--- src/sv/sts_pkg.sv ---
// Shared definitions for the sorted table first-match search block.
// Transaction structs, mode and register codes, sequencer states.
// No dependencies.
package sts_pkg;

  localparam int DEPTH_DEFAULT     = 1024;
  localparam int KEY_WIDTH_DEFAULT = 32;

  localparam int IDX_W    = 10;
  localparam int KEY_IN_W = 32;
  localparam int CNT_W    = 11;
  localparam int PADDR_W  = 3;
  localparam int PDATA_W  = 32;

  localparam logic MODE_WRITE  = 1'b0;
  localparam logic MODE_LOOKUP = 1'b1;

  // register index, taken from paddr[2]
  localparam logic REG_ENTRIES_IN_USE = 1'b0;

  typedef struct packed {
    logic                mode;
    logic [IDX_W-1:0]    entry_index;
    logic [KEY_IN_W-1:0] key;
  } in_item_t;

  typedef struct packed {
    logic             found;
    logic [IDX_W-1:0] first_index;
  } out_item_t;

  typedef enum logic [1:0] {
    ST_IDLE,
    ST_SEARCH,
    ST_WALK,
    ST_FINISH
  } seq_state_t;

endpackage

--- src/sv/sts_cfg.sv ---
// Configuration register file: entries_in_use behind an APB-style port.
// Depends on sts_pkg.
module sts_cfg (
  input  logic                          clk,
  input  logic                          rst_n,
  input  logic                          psel,
  input  logic                          penable,
  input  logic                          pwrite,
  input  logic [sts_pkg::PADDR_W-1:0]   paddr,
  input  logic [sts_pkg::PDATA_W-1:0]   pwdata,
  output logic [sts_pkg::PDATA_W-1:0]   prdata,
  output logic                          pready,
  output logic [sts_pkg::CNT_W-1:0]     entries_in_use
);

  logic [sts_pkg::CNT_W-1:0] entries_r;
  logic [sts_pkg::CNT_W-1:0] entries_nxt;
  logic                      sel_entries;

  assign sel_entries = (paddr[2] == sts_pkg::REG_ENTRIES_IN_USE);
  assign pready      = 1'b1;

  always_comb begin
    entries_nxt = entries_r;
    if (psel && penable && pwrite && pready && sel_entries) begin
      entries_nxt = pwdata[sts_pkg::CNT_W-1:0];
    end
  end

  always_ff @(posedge clk) begin
    if (!rst_n) begin
      entries_r <= '0;
    end else begin
      entries_r <= entries_nxt;
    end
  end

  assign prdata = sel_entries ? sts_pkg::PDATA_W'(entries_r) : '0;
  assign entries_in_use = entries_r;

endmodule

--- config.mk ---
export PLATFORM = sky130hd
export DESIGN_NAME = sts_cfg
export DESIGN_NICKNAME = d
export VERILOG_FILES = /design/src/sv/sts_pkg.sv /design/src/sv/sts_cfg.sv
export SDC_FILE = /design/constraint.sdc
export NUM_CORES = 1
export LEC_CHECK = 0
export ABC_AREA = 1
export BUFFER_PORTS_ARGS = -buffer_cell sky130_fd_sc_hd__buf_2
export CAP_MARGIN = 20
export CORE_MARGIN = 4
export CORE_UTILIZATION = 36
export DETAILED_ROUTE_END_ITERATION = 8
export PLACE_DENSITY = 0.95
export RECOVER_POWER = 50
export SLEW_MARGIN = 20
export SYNTH_ARGS = -nofsm -noshare
export SYNTH_HDL_FRONTEND = slang
export SYNTH_SLANG_ARGS = --single-unit
--- constraint.sdc ---
create_clock -name clk -period 1.8 [get_ports clk]
set_input_delay 0.18 -clock clk [delete_from_list [all_inputs] [get_ports clk]]
set_output_delay 0.18 -clock clk [all_outputs]
set_load 0.1 [all_outputs]
==> flow_summary.toml <==
[clocking]
cts_setup_buffers = 0
clockBufferDepth = 2
cts_buffers = 3
ctsHoldBuffers = 0
cts_htree_levels = 1
clock-sinks = 11
cts_tree = "done"
cts.clk_slew.worst_paths_ns = 0.07
clk_latency_ns = 0.26
postCtsResizedCells = 0
cts-root-buf = "clkbuf_4"

[logic_synthesis]
yosys-top-cells-area = "dfxtp_1 29%, buf_4 22%, nor2_1 17%, inv_1 12%, nand3_1 7.2%"
yosys_warnings = 0
synth-seq-cells = 11
synth.largest_area_cell = "dfxtp_1"
syn_inst = 124
synth_area_um2 = 761
synthDistinctLibCells = 12
synth_top_cell_area_share = 0.289
ys_seq_area_frac = 0.289
syn_area_per_cell_um2 = 6.13

[drt]
drt_wl_total_mm = 1.68
detail_route.iter0.violations = 5
via_per_inst = 3.88
firstDrtPassIters = 3
routedWlPerCell_um = 8.97
drc = 0
ant_nets = 0
vias = 726

[floorplanning]
die_w_um = 54.0
io_pins = 84
initial_core_util = 0.384
coreArea_um2 = 1980
rows = 16
die_area_um2 = 2910
die_h_um = 54.0

[grt]
grt_max_degree = 12
antenna_found_initial = 0
grt_usage = 0.108
grt_pass1_wl_mm = 2.23
grt_overflow = 0
grt_pass1_vias = 570

[timing]
fmax_ghz = 0.656
skew_ns = 0
finalCritPeriodShare = 0.847
drv_slew = 0
setup_viol = 0
rsz0062_at_grt = "no"
hold_slack_ns = 0.229
fin_ws_ns = 0.275
tns_ns = 0
finalCriticalPeriod_ns = 1.53
tightest_slew_ns = 0.697
relSlewSlack = 0.534
hold_violations = 0

[final_layout]
n_fill_cell = 244
final_core_util = 0.498
syn2layout_area_growth_pct = 29.8
multi_input_area_um2 = 403
final_cells = 187
stdcell_area_um2 = 987
largest_reg_flops = 11
n_antenna_cell = 0
layout-drive-gt1-share = 0.406
finalNetCount = 201
regArea_um2 = 234

[setup_path]
cp-start-kind = "input pin"
critPathLaunch = "paddr[2]"
r2r_slack_ns = 1.22
path_class = "in -> out"
crit_required_ns = 1.62
crit_path_max_fanout = 7
reg2reg_depth = 2
critPathCapture = "prdata[5]"
cp_data_arrival_time_ns = 1.35
setup.worst_path.end_class = "output pin"
r2r-start = "entries_in_use[10]"
worstReg2RegEnd = "entries_in_use[10]"

[place]
placed_cell_area_um2 = 962
dp_hpwl_mm = 1.37
gp_congestion = 0.677
dp.cells = 183
numPortBuffers = 38
dp_slack_ns = 0.439

[min_path]
hold_path_class = "in -> reg"

[pwr]
p_leak_nw = 0.553
worst_ir_drop_vdd_mv = 0.313
finalPower_mw = 0.813
power.density_nw_per_um2 = 823

[job]
maxCapViolCount = 0

[status]
status = "completed"
-- cell usage in the layout, fill, tap and decap left out --
cell type,instances
inv_2,1
nor2_2,1
nor2_1,23
clkbuf_4,3
nand2_1,13
dfxtp_2,11
inv_1,24
nand3_1,11
conb_1,22
nor2_4,11
clkbuf_1,2
buf_2,32
buf_4,1
clkbuf_2,5
-- cells in the mapped netlist --
library cell and n:
nand3_1 11, nand2_1 13, buf_4 22, nor2_1 34, dfxtp_1 11, buf_2 2
nor2_2 1, buf_6 2, conb_1 2, buf_1 1, inv_1 24, inv_2 1
-- kinds of logic after synthesis --
kind of cell | synth area share
other | 0.00987
and+or+nand+nor | 0.313
DFF | 0.289
buffers and inverters | 0.388
-- layer usage --
layer | up-vias | wire length, um | GRT usage
met5 | - | 0 | 0
met4 | 0 | 27 | 0.0747
met3 | 2 | 161 | 0.0222
met2 | 29 | 933 | 0.216
met1 | 314 | 557 | 0.0923
li1 | 381 | - | -
-- power breakdown --
| part | leakage [nW] | internal, mW | switching [mW] |
|---|---|---|---|
| clock | 0.0150 | 0.0855 | 0.0789 |
| sequential | 0.0945 | 0.253 | 0.00583 |
| combinational | 0.444 | 0.0388 | 0.350 |
-- worst min path at each step --
| stage | startpoint | end | slack (ns) | cells past startpoint |
|---|---|---|---|---|
| after detailed placement | entries_in_use[4] | entries_in_use[4] | 0.47 | 2 |
| after CTS | pwdata[0] | entries_in_use[0] | 0.23 | 5 |
| after global placement | entries_in_use[7] | entries_in_use[7] | 0.46 | 2 |
| after global routing | rst_n | entries_in_use[6] | 0.25 | 3 |
| after floorplan | rst_n | entries_in_use[10] | 0.29 | 2 |
| final | pwdata[0] | entries_in_use[0] | 0.23 | 5 |
-- worst max-delay path, stage by stage --
cell and delay [ns]:
clkbuf_1 0.46, buf_4 0.35, nor2_4 0.05, buf_2 0.29
-- cell type report --
| type | instances | area share |
|---|---|---|
| clock buffer | 4 | 0.0266 |
| inverter | 25 | 0.0951 |
| multi-input combinational | 81 | 0.408 |
| sequential | 11 | 0.237 |
| tap | 27 | 0.0342 |
| timing repair buffer | 39 | 0.199 |
No activity file was read; power rests on OpenSTA's default activity.
