$ cat config.mk
export PLATFORM = sky130hd
export DESIGN_NAME = sts_seq
export DESIGN_NICKNAME = d
export VERILOG_FILES = /design/src/sv/sts_pkg.sv /design/src/sv/sts_seq.sv
export SDC_FILE = /design/constraint.sdc
export NUM_CORES = 1
export LEC_CHECK = 0
export BUFFER_PORTS_ARGS = -buffer_cell sky130_fd_sc_hd__buf_2
export CAP_MARGIN = 20
export CORE_MARGIN = 2
export CORE_UTILIZATION = 30
export DETAILED_ROUTE_END_ITERATION = 6
export PLACE_DENSITY_LB_ADDON = 0.25
export SKIP_CTS_REPAIR_TIMING = 1
export SYNTH_ARGS = -nofsm -noshare
export SYNTH_HDL_FRONTEND = slang
export SYNTH_SLANG_ARGS = --single-unit
$ cat constraint.sdc
create_clock -name clk -period 14.3 [get_ports clk]
set_input_delay 4.29 -clock clk [delete_from_list [all_inputs] [get_ports clk]]
set_output_delay 4.29 -clock clk [all_outputs]
set_load 0.1 [all_outputs]
$ cat src/sv/sts_pkg.sv
// Shared definitions for the sorted table first-match search block.
// Transaction structs, mode and register codes, sequencer states.
// No dependencies.
package sts_pkg;

  localparam int DEPTH_DEFAULT     = 1024;
  localparam int KEY_WIDTH_DEFAULT = 32;

  localparam int IDX_W    = 10;
  localparam int KEY_IN_W = 32;
  localparam int CNT_W    = 11;
  localparam int PADDR_W  = 3;
  localparam int PDATA_W  = 32;

  localparam logic MODE_WRITE  = 1'b0;
  localparam logic MODE_LOOKUP = 1'b1;

  // register index, taken from paddr[2]
  localparam logic REG_ENTRIES_IN_USE = 1'b0;

  typedef struct packed {
    logic                mode;
    logic [IDX_W-1:0]    entry_index;
    logic [KEY_IN_W-1:0] key;
  } in_item_t;

  typedef struct packed {
    logic             found;
    logic [IDX_W-1:0] first_index;
  } out_item_t;

  typedef enum logic [1:0] {
    ST_IDLE,
    ST_SEARCH,
    ST_WALK,
    ST_FINISH
  } seq_state_t;

endpackage

$ cat src/sv/sts_seq.sv
// Search sequencer: binary search probes, walk back over duplicates,
// result register towards the output channel. Depends on sts_pkg.
module sts_seq #(
  parameter int DEPTH     = sts_pkg::DEPTH_DEFAULT,
  parameter int KEY_WIDTH = sts_pkg::KEY_WIDTH_DEFAULT,
  parameter int AW        = $clog2(sts_pkg::DEPTH_DEFAULT),
  parameter int CW        = $clog2(sts_pkg::DEPTH_DEFAULT) + 1
) (
  input  logic                      clk,
  input  logic                      rst_n,
  input  logic                      lookup_go,
  input  logic [KEY_WIDTH-1:0]      lookup_key,
  input  logic [sts_pkg::CNT_W-1:0] entries_in_use,
  output logic [AW-1:0]             rd_addr,
  input  logic [KEY_WIDTH-1:0]      rd_data,
  output logic                      busy,
  output logic                      out_valid,
  input  logic                      out_stall,
  output sts_pkg::out_item_t        out_data
);

  sts_pkg::seq_state_t state_r, state_nxt;

  logic [CW-1:0]        lo_r, lo_nxt;
  logic [CW-1:0]        end_r, end_nxt;
  logic [AW-1:0]        mid_r, mid_nxt;
  logic [KEY_WIDTH-1:0] key_r, key_nxt;
  logic                 found_r, found_nxt;
  logic                 out_valid_r, out_valid_nxt;
  sts_pkg::out_item_t   out_data_r, out_data_nxt;

  logic [31:0]          ent_ext;
  logic [CW-1:0]        n_cw;
  logic [AW-1:0]        n_mid;
  logic                 hit;
  logic                 less;
  logic [CW-1:0]        lo_step;
  logic [CW-1:0]        end_step;
  logic [CW-1:0]        mid_step;
  logic                 more;
  logic [AW-1:0]        mid_dec;
  logic                 out_free;

  // shared datapath terms
  always_comb begin
    ent_ext  = 32'(entries_in_use);
    n_cw     = (ent_ext > 32'(DEPTH)) ? CW'(DEPTH) : CW'(ent_ext);
    n_mid    = AW'((n_cw - CW'(1)) >> 1);
    hit      = (rd_data == key_r);
    less     = (key_r < rd_data);
    lo_step  = less ? lo_r : (CW'(mid_r) + CW'(1));
    end_step = less ? CW'(mid_r) : end_r;
    more     = (lo_step < end_step);
    mid_step = lo_step + ((end_step - CW'(1) - lo_step) >> 1);
    mid_dec  = mid_r - AW'(1);
    out_free = !out_valid_r || !out_stall;
  end

  // next state
  always_comb begin
    state_nxt = state_r;
    unique case (state_r)
      sts_pkg::ST_IDLE: begin
        if (lookup_go) begin
          state_nxt = (n_cw == '0) ? sts_pkg::ST_FINISH : sts_pkg::ST_SEARCH;
        end
      end
      sts_pkg::ST_SEARCH: begin
        if (hit) begin
          state_nxt = (mid_r == '0) ? sts_pkg::ST_FINISH : sts_pkg::ST_WALK;
        end else begin
          state_nxt = more ? sts_pkg::ST_SEARCH : sts_pkg::ST_FINISH;
        end
      end
      sts_pkg::ST_WALK: begin
        state_nxt = (hit && (mid_dec != '0)) ? sts_pkg::ST_WALK : sts_pkg::ST_FINISH;
      end
      sts_pkg::ST_FINISH: begin
        if (out_free) begin
          state_nxt = sts_pkg::ST_IDLE;
        end
      end
      default: begin
        state_nxt = sts_pkg::ST_IDLE;
      end
    endcase
  end

  // datapath and outputs
  always_comb begin
    lo_nxt       = lo_r;
    end_nxt      = end_r;
    mid_nxt      = mid_r;
    key_nxt      = key_r;
    found_nxt    = found_r;
    rd_addr      = mid_r;
    out_data_nxt = out_data_r;
    unique case (state_r)
      sts_pkg::ST_IDLE: begin
        rd_addr = n_mid;
        if (lookup_go) begin
          lo_nxt    = '0;
          end_nxt   = n_cw;
          mid_nxt   = n_mid;
          key_nxt   = lookup_key;
          found_nxt = 1'b0;
        end
      end
      sts_pkg::ST_SEARCH: begin
        if (hit) begin
          found_nxt = 1'b1;
          rd_addr   = mid_dec;
        end else begin
          lo_nxt  = lo_step;
          end_nxt = end_step;
          mid_nxt = AW'(mid_step);
          rd_addr = AW'(mid_step);
        end
      end
      sts_pkg::ST_WALK: begin
        rd_addr = mid_dec - AW'(1);
        if (hit) begin
          mid_nxt = mid_dec;
        end
      end
      sts_pkg::ST_FINISH: begin
        if (out_free) begin
          out_data_nxt.found       = found_r;
          out_data_nxt.first_index = found_r ? sts_pkg::IDX_W'(mid_r) : '0;
        end
      end
      default: begin
        rd_addr = mid_r;
      end
    endcase
    if ((state_r == sts_pkg::ST_FINISH) && out_free) begin
      out_valid_nxt = 1'b1;
    end else begin
      out_valid_nxt = out_valid_r && out_stall;
    end
  end

  always_ff @(posedge clk) begin
    if (!rst_n) begin
      state_r     <= sts_pkg::ST_IDLE;
      out_valid_r <= 1'b0;
    end else begin
      state_r     <= state_nxt;
      out_valid_r <= out_valid_nxt;
    end
  end

  always_ff @(posedge clk) begin
    lo_r       <= lo_nxt;
    end_r      <= end_nxt;
    mid_r      <= mid_nxt;
    key_r      <= key_nxt;
    found_r    <= found_nxt;
    out_data_r <= out_data_nxt;
  end

  assign busy      = (state_r != sts_pkg::ST_IDLE);
  assign out_valid = out_valid_r;
  assign out_data  = out_data_r;

endmodule

==> results of run 1 <==
-- sequential cells by signal, indices dropped and copies added (netlist names) --
name,flops
mid_r,10
out_data,11
out_valid,1
found_r,1
state_r,2
key_r,32
lo_r,11
end_r,11
-- metrics by stage --
stage,std cells,util,instance area (um^2),hold WS (ps),setup TNS [ps]
2_1_floorplan,751,-,6870,549,-697
3_3_place_gp,1114,0.357,7760,551,0
3_5_place_dp,1114,0.357,7760,545,0
4_1_cts,1130,0.371,8070,560,0
5_1_grt,1136,0.374,8140,598,0
6_report,1136,0.374,8140,562,0
-- routing by layer --
layer	share of wire	GRT usage
met5	0	0
met4	0.018	0.0450
met3	0.059	0.0327
met2	0.45	0.277
met1	0.47	0.243
-- layout by cell type (no fill, tap or decap), drive strengths merged, types with 4 or more instances in the layout --
| cell | netlist | layout |
|---|---|---|
| mux2i | 17 | 17 |
| nor2 | 67 | 69 |
| a21o | 6 | 6 |
| and3 | 6 | 6 |
| or2 | 8 | 8 |
| o21ai | 43 | 43 |
| edfxtp | 76 | 76 |
| nand3 | 24 | 24 |
| and2 | 16 | 16 |
| nor2b | 4 | 4 |
| xnor2 | 33 | 33 |
| o2111ai | 4 | 4 |
| a211oi | 5 | 5 |
| or3 | 4 | 4 |
| inv | 73 | 76 |
| a31o | 6 | 6 |
| a21oi | 62 | 62 |
| o221ai | 5 | 5 |
| nand2 | 66 | 66 |
| nor4 | 7 | 7 |
| nand4 | 12 | 12 |
| nor3 | 20 | 20 |
| a31oi | 6 | 6 |
| buf | 8 | 121 |
| o211ai | 5 | 5 |
| xor2 | 11 | 11 |
| ha | 68 | 68 |
| clkbuf | 26 | 9 |
| or4 | 5 | 5 |
-- critical path, stage by stage --
cell and delay, ps:
buf_2 130, inv_8 30, ha_4 220, nand4_1 150
nor2_1 60, a221o_1 380, o31a_4 420, nor2_8 180
mux2i_1 260, inv_1 120, ha_4 190, nor3_1 200
o21ai_0 160, nor3_1 300, nor3_1 150, xor2_1 160
ha_1 340, and2_1 200, a22o_1 230, a311oi_2 330
a211oi_2 160, o21a_1 250, or3_1 360, a31oi_2 270
buf_12 210
-- worst paths after layout --
path | end | cells after the start
worst max register to register | mid_r[5] | 22
worst min register to register | out_valid | 2
worst min-delay path | out_valid | 2
worst max-delay path | rd_addr[9] | 25
-- cell families (layout without fill, tap and decap cells) --
| family | count (synthesis) | count (layout) |
|---|---|---|
| adder cells (fa/ha/maj) | 69 | 69 |
| multiplexers | 20 | 20 |
| AND/OR/NAND/NOR | 249 | 251 |
| flip-flops | 79 | 79 |
| buffers and inverters | 107 | 210 |
| AO/OA/AOI/OAI | 183 | 183 |
| XOR/XNOR | 44 | 44 |
-- layout make-up --
class,count,area [um^2],share of cell area
clock buffer,9,225,0.0277
clock inverter,7,80.1,0.00984
inverter,73,282,0.0346
multi-input combinational,567,4130,0.507
sequential,79,2340,0.288
tap,280,350,0.0431
timing repair buffer,121,731,0.0898
==> summary.txt, run 1 <==
Post-synthesis simple-gate area fraction: 0.183
P&R area growth vs syn: 22.6%
Final worst path period share: 0.983
Worst Path Required: 10010 ps
Fin nets: 999
Global router's overall resource usage: 0.174
Reg-to-reg startpoint: key_r[14]
WS Path Type: input pin to output port
DR vias: 5910
Synth area leaders: edfxtp_1 34%, ha_1 13%, a21oi_1 4.6%
Share of the synthesized area in the top cell type: 0.344
Main combinational cell family by area after synthesis: simple AND/OR/NAND/NOR gates
Multiplexer area fraction after synthesis: 0.0307
Most common flop cell mapped by yosys: edfxtp_1
Core area: 21800 um^2
Setup ws final: 241 ps
Complex-gate fraction of the synthesized area: 0.182
Drt first-iter violations: 514
Rows: 54
FF+latch count, synth: 79
Gr ovfl total: 0
Post-route DRC: 0
Min cycle time layout: 14060 ps
Worst rel slew slack: 0.328
ANT cells: 0
Number of synthesized flops with an enable pin: 76
RSZ-0062 raised after global routing: no
Sink Count: 79
Most numerous cell in the Yosys netlist: edfxtp_1
GP Congestion: 0.927
Worst min-delay path class: register to register
Fmax: 71.1 MHz
Largest net degree at the start of global routing: 33
Crit path DAT: 9770 ps
Die width: 153 um
First-pass GRT wire length: 32100 um
Status: finished, final reports clean
Clock latency on the worst-skew pair: 360 ps
Clock skew: 14.5 ps
Leading area contributor after synthesis: edfxtp_1
Slew Limit Fails: 0
Root buf cell: clkbuf_16
Vias per cell: 5.20
Final hold vios: 0
Die H: 153 um
Die area: 23300 um^2
Final setup fails: 0
DP HPWL: 15000 um
Async S/R FF share, synth: 0
Initial antenna violation count: 0
Worst Max-Slew Pin Slew: 1000 ps
Filler cells: 2257
CP endpoint kind: output port
Clock buffer count from CTS: 9
Vias in the first global route: 5777
Synth Area in Adders: 0.131
CP Launch Point: rd_data[14]
Synth cell types: 75
DR WL/cell: 17.8 um
Cells after Synth: 751
Synth Warn #: 0
Commonest cells in the netlist: 76 x edfxtp_1, 72 x inv_1, 68 x ha_1
Pre-CTS setup slack: 236 ps
Max Root-Sink Buffers: 2
Syn Std Cell Area: 6640 um^2
Syn Nets: 899
Hold_sp: out_valid
I/O pins: 102
CTS tree: built
Seq/Total Area, Yosys: 0.353
Startpoint types: input pin
ANT nets after route: 0
Mean Syn Cell Area: 8.84 um^2
Share of cells above drive strength 1: 0.234
Router iterations before antenna repair: 5
Post-synthesis xor/xnor area fraction: 0.0581
Total routed wirelength: 20200 um
Clock slew at reported path FFs: 70 ps
R2R Setup Slk: 8510 ps
IO buf count: 101
Maximum net fanout on the critical path: 6
Initial core utilization: 0.305
Max_cap viols: 0
Clock H-tree levels: 3
Power of run 1 is left out: the tool's default activity adds up to more than one toggle a clock period on the data nets, which glitch-free logic cannot reach.
==> run 2: changes to the inputs <==
--- a/config.mk
+++ b/config.mk
@@ -5,12 +5,12 @@
 export SDC_FILE = /design/constraint.sdc
 export NUM_CORES = 1
 export LEC_CHECK = 0
-export BUFFER_PORTS_ARGS = -buffer_cell sky130_fd_sc_hd__buf_2
+export BUFFER_PORTS_ARGS = -buffer_cell sky130_fd_sc_hd__buf_4
 export CAP_MARGIN = 20
 export CORE_MARGIN = 2
 export CORE_UTILIZATION = 30
 export DETAILED_ROUTE_END_ITERATION = 6
-export PLACE_DENSITY_LB_ADDON = 0.25
+export PLACE_DENSITY_LB_ADDON = 0.15
 export SKIP_CTS_REPAIR_TIMING = 1
 export SYNTH_ARGS = -nofsm -noshare
 export SYNTH_HDL_FRONTEND = slang
==> constraint.sdc (replaced) <==
create_clock -name clk -period 13.9 [get_ports clk]
set_input_delay 4.17 -clock clk [delete_from_list [all_inputs] [get_ports clk]]
set_output_delay 4.17 -clock clk [all_outputs]
set_load 0.1 [all_outputs]
==> run 2 against run 1 <==
Die area unchanged. Non-clock buffer count stayed put. Via count down 0.63%. Final area grew 2.6%. Utilization rose by 0.98 points.
==> summary.txt, run 2 (synthesized netlist as in run 1, its figures left out) <==
DP HPWL: 15400 um
Global router's overall resource usage: 0.172
Slew Limit Fails: 0
Final worst path period share: 0.977
Maximum net fanout on the critical path: 7
Die width: 153 um
Largest net degree at the start of global routing: 33
Fin nets: 998
Clock latency on the worst-skew pair: 360 ps
Max_cap viols: 0
DR vias: 5873
Met3 usage: 0.0296
Fmax: 73.6 MHz
Hold slack: 583 ps
Die H: 153 um
Worst min-delay path class: register to register
Final hold vios: 0
Gr ovfl total: 0
Startpoint types: input pin
Die area: 23300 um^2
Footprint of the multi-input gates: 4140 um^2
Total routed wirelength: 20200 um
Router iterations before antenna repair: 5
Clock H-tree levels: 3
Crit path DAT: 9410 ps
Initial core utilization: 0.305
Largest Register: key_r
Met2 Usage GRT: 0.273
Clock skew: 11.1 ps
Filler cells: 2221
CP endpoint kind: output port
Post-route DRC: 0
GP Congestion: 0.876
Drt first-iter violations: 386
CP max-delay cell: ha_2
Worst Max-Slew Pin Slew: 1000 ps
Most frequent cells in the layout: 119 x buf_4, 76 x edfxtp_1, 66 x nand2_1, 66 x nor2_1, 62 x inv_1
Core area: 21800 um^2
DR WL/cell: 17.8 um
CTS tree: built
Worst rel slew slack: 0.331
Top delay family on crit path: compound AO/OA/AOI/OAI gates
Max incr delay on CP: 380 ps
I/O pins: 102
Commonest non-fill, non-tap cell in the layout: buf_4
P&R area growth vs syn: 25.8%
Storage element area: 2340 um^2
Met1 Use GR: 0.240
Vias per cell: 5.17
WS Path Type: input pin to output port
ANT nets after route: 0
R2R Setup Slk: 8420 ps
Status: finished, final reports clean
Initial antenna violation count: 0
IO buf count: 101
Sink Count: 79
Max Root-Sink Buffers: 2
ANT cells: 0
Worst Path Required: 9730 ps
WP buf/inv: 5
Clock slew at reported path FFs: 70 ps
GR peak layer: met2
Rows: 54
Max reg flops: 32
First-pass GRT wire length: 31600 um
Share of cells above drive strength 1: 0.236
Final setup fails: 0
Clock buffer count from CTS: 9
Min cycle time layout: 13580 ps
Vias in the first global route: 5734
Root buf cell: clkbuf_16
[run 2: final timing paths]
kind,from,end,cells past startpoint
hold reg to reg,out_valid,out_valid,2
setup / recovery,rd_data[14],rd_addr[8],27
hold / removal,out_valid,out_valid,2
setup reg to reg,key_r[14],mid_r[7],21
[run 2: metrics by stage]
step / setup TNS [ps] / std cells / util / cell area (um^2) / setup slack (ps)
floorplan: -857 / 751 / - / 6870 / -857
global placement: 0 / 1114 / 0.366 / 7960 / 153
detailed placement: 0 / 1114 / 0.366 / 7960 / 117
CTS: 0 / 1130 / 0.380 / 8270 / 94.2
global route: -0.309 / 1135 / 0.384 / 8350 / -0.309
finish: 0 / 1135 / 0.384 / 8350 / 320
[run 2: layout make-up]
class                      count  share of cell area
tap                          280              0.0420
inverter                      73              0.0337
clock buffer                  11              0.0279
clock inverter                 5             0.00989
timing repair buffer         121               0.111
sequential                    79               0.280
multi-input combinational    566               0.495
[run 2: tightest hold or removal path, cell delays in order (launching register included)]
cell	delay (ps)
dfxtp_1	370
a21oi_1	90
nor2b_1	90
[run 2: routing by layer]
layer  wire length (um)  up-vias
li1                   -     2910
met3               1200       16
met5                  0        -
met2               9140      166
met4                329        0
met1               9500     2781
Power of run 2 is left out for the same reason.
==> run 3: changes to the inputs <==
--- a/config.mk
+++ b/config.mk
@@ -5,7 +5,7 @@
 export SDC_FILE = /design/constraint.sdc
 export NUM_CORES = 1
 export LEC_CHECK = 0
-export BUFFER_PORTS_ARGS = -buffer_cell sky130_fd_sc_hd__buf_4
+export BUFFER_PORTS_ARGS = -buffer_cell sky130_fd_sc_hd__buf_2
 export CAP_MARGIN = 20
 export CORE_MARGIN = 2
 export CORE_UTILIZATION = 30
==> run 3 against run 2 <==
Fmax decreased by 0.19%. Routed wire length is 1.3% higher. Non-clock buffer count rose by 7.
==> summary.txt, run 3 (synthesized netlist as in run 1, its figures left out) <==
Status: finished, final reports clean
CTS tree: built
Worst min-delay path class: register to register
Core area: 21800 um^2
Router iterations before antenna repair: 5
Max incr delay on CP: 450 ps
Post-route DRC: 0
ANT cells: 0
Share of cells above drive strength 1: 0.244
Total routed wirelength: 20400 um
Fin area: 8270 um^2
CP max-delay cell: or3_1
Fin cells: 1142
GP Congestion: 0.889
WS Path Type: input pin to output port
Die H: 153 um
Initial core utilization: 0.305
First-pass GRT wire length: 32000 um
DR vias: 5909
Sink Count: 79
IO buf count: 101
Global router's overall resource usage: 0.174
Setup TNS: 0 ps
DR WL/cell: 17.9 um
Largest Register: key_r
Worst Path Required: 9730 ps
Dpl cells: 1116
CP endpoint kind: output port
Met3 wire length: 1100 um
Final worst path period share: 0.979
Worst rel slew slack: 0.374
Clock latency on the worst-skew pair: 350 ps
Met2 wire length: 9410 um
P&R area growth vs syn: 24.6%
Clock skew: 7.54 ps
Dpl cell area: 7810 um^2
Hold slack: 568 ps
Largest net degree at the start of global routing: 33
Max_cap viols: 0
I/O pins: 102
Rows: 54
Clock buffer count from CTS: 9
Most frequent cells in the layout: 94 x buf_2, 76 x edfxtp_1, 66 x nand2_1, 66 x nor2_1, 62 x inv_1
Fin nets: 1005
DP HPWL: 15600 um
Slew Limit Fails: 0
Vias in the first global route: 5732
Final hold vios: 0
Initial antenna violation count: 0
Crit path DAT: 9440 ps
Vias per cell: 5.17
Maximum net fanout on the critical path: 6
Drt first-iter violations: 359
Commonest non-fill, non-tap cell in the layout: buf_2
Storage element area: 2340 um^2
Fmax: 73.5 MHz
Final setup fails: 0
Wire length on met1: 9590 um
Root buf cell: clkbuf_16
Highest Signal Layer: met4
Worst Max-Slew Pin Slew: 930 ps
Clock slew at reported path FFs: 60 ps
Gr ovfl total: 0
Startpoint types: input pin
Max reg flops: 32
Filler cells: 2256
Footprint of the multi-input gates: 4150 um^2
Die width: 153 um
Clock H-tree levels: 3
ANT nets after route: 0
Max Root-Sink Buffers: 2
Die area: 23300 um^2
Min cycle time layout: 13610 ps
[run 3: final cells by class]
type	count	share of cell area
multi-input combinational	566	0.502
tap	280	0.0424
inverter	73	0.0340
clock buffer	9	0.0272
timing repair buffer	128	0.0998
sequential	79	0.283
clock inverter	7	0.0113
[run 3: path summary, 6_finish.rpt]
path                    start          to  slack (ps)  cells past startpoint
setup / recovery  rd_data[14]  rd_addr[9]         290                     25
hold / removal      out_valid   out_valid         570                      2
setup reg to reg    key_r[14]    mid_r[7]        8380                     22
hold reg to reg     out_valid   out_valid         570                      2
[run 3: metal layers]
| layer | up-vias | global-route usage |
|---|---|---|
| met3 | 20 | 0.0287 |
| met2 | 175 | 0.282 |
| met4 | 0 | 0.0498 |
| met5 | - | 0 |
| li1 | 2924 | - |
| met1 | 2790 | 0.240 |
[run 3: metrics by stage]
step | util | setup slack [ps]
2_1_floorplan | - | -857
3_3_place_gp | 0.359 | 180
3_5_place_dp | 0.359 | 175
4_1_cts | 0.374 | 128
5_1_grt | 0.380 | -18.4
6_report | 0.380 | 293
[run 3: critical path, delay by kind of cell]
family | cells | cell delay (ps)
adder cells (fa/ha/maj) | 3 | 890
XOR/XNOR | 1 | 140
AO/OA/AOI/OAI | 10 | 2040
buffers and inverters | 4 | 480
multiplexers | 1 | 270
AND/OR/NAND/NOR | 6 | 1420
Power of run 3 is left out for the same reason.
